### config.mk
export PLATFORM = sky130hd
export DESIGN_NAME = esc_dly
export DESIGN_NICKNAME = d
export VERILOG_FILES = /design/src/rtl/esc_pkg.sv /design/src/rtl/esc_dly.sv
export SDC_FILE = /design/constraint.sdc
export NUM_CORES = 1
export LEC_CHECK = 0
export ABC_AREA = 1
export ABC_CLOCK_PERIOD_IN_PS = 1600
export BUFFER_PORTS_ARGS = -buffer_cell sky130_fd_sc_hd__buf_4
export CORE_ASPECT_RATIO = 0.9
export CORE_MARGIN = 8
export CORE_UTILIZATION = 43
export CTS_CLUSTER_SIZE = 14
export DETAILED_ROUTE_END_ITERATION = 10
export PLACE_DENSITY = 0.79
export RECOVER_POWER = 50
export SKIP_LAST_GASP = 1
export SLEW_MARGIN = 20
export SYNTH_ARGS = -nofsm -noshare
export SYNTH_HDL_FRONTEND = slang
export SYNTH_SLANG_ARGS = --single-unit
export TNS_END_PERCENT = 5
### constraint.sdc
create_clock -name clk_i -period 1.6 [get_ports clk_i]
set_clock_uncertainty 0.2 [all_clocks]
set_input_delay 0.08 -clock clk_i [delete_from_list [all_inputs] [get_ports clk_i]]
set_output_delay 0.08 -clock clk_i [all_outputs]
set_load 0.02 [all_outputs]
### src/rtl/esc_pkg.sv
// ----------------------------------------------------------------------------
// esc_pkg
// Shared constants and helpers for the environment sensor compensation block.
// ----------------------------------------------------------------------------
package esc_pkg;

  localparam int unsigned DataW   = 64;
  localparam int unsigned DivBits = 64;
  localparam int unsigned DenW    = 31;
  localparam int unsigned Latency = 83;

  localparam logic [2:0] RegTempCalib   = 3'd0;
  localparam logic [2:0] RegPressCalibA = 3'd1;
  localparam logic [2:0] RegPressCalibB = 3'd2;
  localparam logic [2:0] RegPressCalibC = 3'd3;
  localparam logic [2:0] RegHumidCalib  = 3'd4;

  localparam logic [28:0] HumMax = 29'd419430400;

  function automatic logic [63:0] sra64(logic [63:0] x, int unsigned s);
    sra64 = 64'($signed(x) >>> s);
  endfunction

  function automatic logic [63:0] sext16(logic [15:0] x);
    sext16 = {{48{x[15]}}, x};
  endfunction

  function automatic logic [63:0] sext12(logic [11:0] x);
    sext12 = {{52{x[11]}}, x};
  endfunction

endpackage

### src/rtl/esc_dly.sv
// ----------------------------------------------------------------------------
// esc_dly
// Enabled delay line, D register stages of W bits.
// ----------------------------------------------------------------------------
module esc_dly #(
  parameter int unsigned W = esc_pkg::DataW,
  parameter int unsigned D = 1
) (
  input  logic         clk_i,
  input  logic         en_i,
  input  logic [W-1:0] d_i,
  output logic [W-1:0] q_o
);

  logic [W-1:0] tap_q [D];

  always_ff @(posedge clk_i) begin
    if (en_i) begin
      tap_q[0] <= d_i;
      for (int unsigned i = 1; i < D; i++) begin
        tap_q[i] <= tap_q[i-1];
      end
    end
  end

  assign q_o = tap_q[D-1];

endmodule

==> qor.yml <==
detailed_routing:
  wl_met1_um: 2800
  ant_nets: 0
  dr.pass1.iters: 4
  wl_um: 7170
  vias: 1526
  wl_met2_um: 3530
  viasPerCell: 4.54
  drc: 0
  top_layer_used: "met4"
  dr_wl_met3_um: 678
  first_iter_violations: 131
  wire_per_inst_um: 21.3
timing:
  period_share: 0.759
  rsz0062_at_grt: "false"
  drv_slew: 0
  slew_headroom: 0.441
  final.setup.tns_ps: 0
  hold_viol: 0
  fmaxAchievable_ghz: 0.823
  tightest_slew_ps: 839
  finalCriticalPeriod_ps: 1220
  final-setup-viol-count: 0
clock_network:
  cts_inserted_buffers: 9
  root_buffer: "clkbuf_8"
  clockBufferDepth: 2
  h-tree-depth: 3
  cts.clk_slew.worst_paths_ps: 70
  cts_tree: "built"
  numClockSinks: 64
  post_cts_buffers: 0
grt:
  track_usage: 0.215
  grt.overflow.total: 0
  grt_pass1_wl_um: 10400
  grt_max_degree: 65
  antenna_found_initial: 0
  first_global_vias: 1679
yosys:
  synth_top_area_cell: "edfxtp_1"
  synth_area_um2: 1920
  synth_seq_cells: 64
  avgSynthCellArea_um2: 30.0
  synth_cell_type_count: 1
  synth_area_leaders: "edfxtp_1 100%"
  synth_cells: 64
  syn-num-nets: 130
  ys_seq_area_frac: 1.00
  synth_warnings: 0
  post-synth-top-area-fraction: 1.00
final_layout:
  fin_nets: 335
  multi_input_cells: 0
  multi_input_area_um2: 0
  final_common_cell: "buf_4"
  area_growth_pct: 96.1
  final_cell_mix: "96 x buf_4, 64 x dlygate4sd3_1, 64 x edfxtp_1, 34 x clkbuf_4, 9 x clkbuf_8"
  fin_util: 0.862
  top_register: "tap_q"
  reg_top3: "tap_q (64)"
  fin_cells: 336
  drive_gt1_frac: 0.515
  largest_register_ffs: 64
  antenna_cells: 0
power_and_ir_drop:
  combPwrFrac: 0.175
  p_sw_frac: 0.252
  seqPwrFrac: 0.532
  p_leak_uw: 0.00159
  p_sw_uw: 966
  clockPowerShare: 0.293
  pwr_density_cell_nw_per_um2: 1020
  intPower_uw: 2880
  irDropWorstVdd_mv: 0.727
setup_path:
  cp_num_buf_inv: 1
  cp.arrival_ps: 940
  crit_path_top_delay_cell: "edfxtp_1"
  path_depth: 1
  path_class: "register to primary output"
  critPathLaunch: "tap_q[0][0]"
  cp.required_ps: 1320
  slowest_delay_ps: 420
  crit_family: "flip-flops"
  worstSetupStartpointType: "register"
  crit_fanout: 1
  cp-end-kind: "primary output"
  crit_chain: "buf_4"
  endpoint: "q_o[0]"
placement:
  dp.cells: 256
  place_congestion: 0.767
  port_buffers: 129
floorplan:
  io_pins: 130
  core_area_um2: 4370
  dieArea_um2: 6870
  die_h_um: 79.4
  rows: 23
  die_x_um: 86.5
  start_util: 0.439
min_path:
  hold_path_class: "input pin to register"
status:
  outcome: "completed"
run:
  maxCapViolCount: 0
## routing by layer
metal,up-vias,track usage
met5,-,0
met4,0,0.0962
met3,14,0.0782
met2,108,0.351
met1,733,0.250
li1,671,-
## Yosys cell counts
cell,instances
edfxtp_1,64
## kinds of logic (layout without fill, tap and decap cells)
| kind of cell | count (synthesis) | after routing | synth area share |
|---|---|---|---|
| flip-flops | 64 | 64 | 1.00 |
| buffers and inverters | 0 | 210 | 0 |
## timing repair
| item | 4_1_cts | 5_1_grt |
|---|---|---|
| hold endpoints to repair | 64 | 0 |
| hold buffers | 64 | 0 |
| gates resized for setup | 0 | 0 |
## through the flow
step	setup WS [ps]	hold slack, ps	cell area [µm²]	total power (µW)
floorplan	871	-21.1	1920	2240
global placement	599	58.0	2990	2590
detailed placement	574	59.3	2990	2610
CTS	417	84.7	3780	3810
global route	352	276	3770	3970
finish	385	278	3770	3840
## power groups by stage
stage | clock network (µW) | registers, µW | logic, µW
floorplan | 0 | 2240 | 0
global placement | 0 | 2060 | 528
detailed placement | 0 | 2070 | 540
CTS | 1110 | 2030 | 673
global route | 1220 | 2050 | 703
finish | 1130 | 2040 | 673
## area by class of cell
type / count / area, µm²
Sequential cell: 64 / 1920
Timing Repair Buffer: 194 / 1620
Fill cell: 180 / 606
Clock buffer: 9 / 124
Tap cell: 62 / 77.6
Clock inverter: 7 / 28.8
## how the worst min path moves through the flow
stage	startpoint	cells after the start	endpoint	slack [ps]
2_1_floorplan	d_i[0]	0	tap_q[0][0]	-20
6_report	d_i[50]	2	tap_q[0][50]	280
3_3_place_gp	d_i[4]	1	tap_q[0][4]	60
5_1_grt	d_i[29]	2	tap_q[0][29]	280
3_5_place_dp	d_i[56]	1	tap_q[0][56]	60
4_1_cts	en_i	2	tap_q[0][1]	80
No activity file was read; power rests on OpenSTA's default activity.
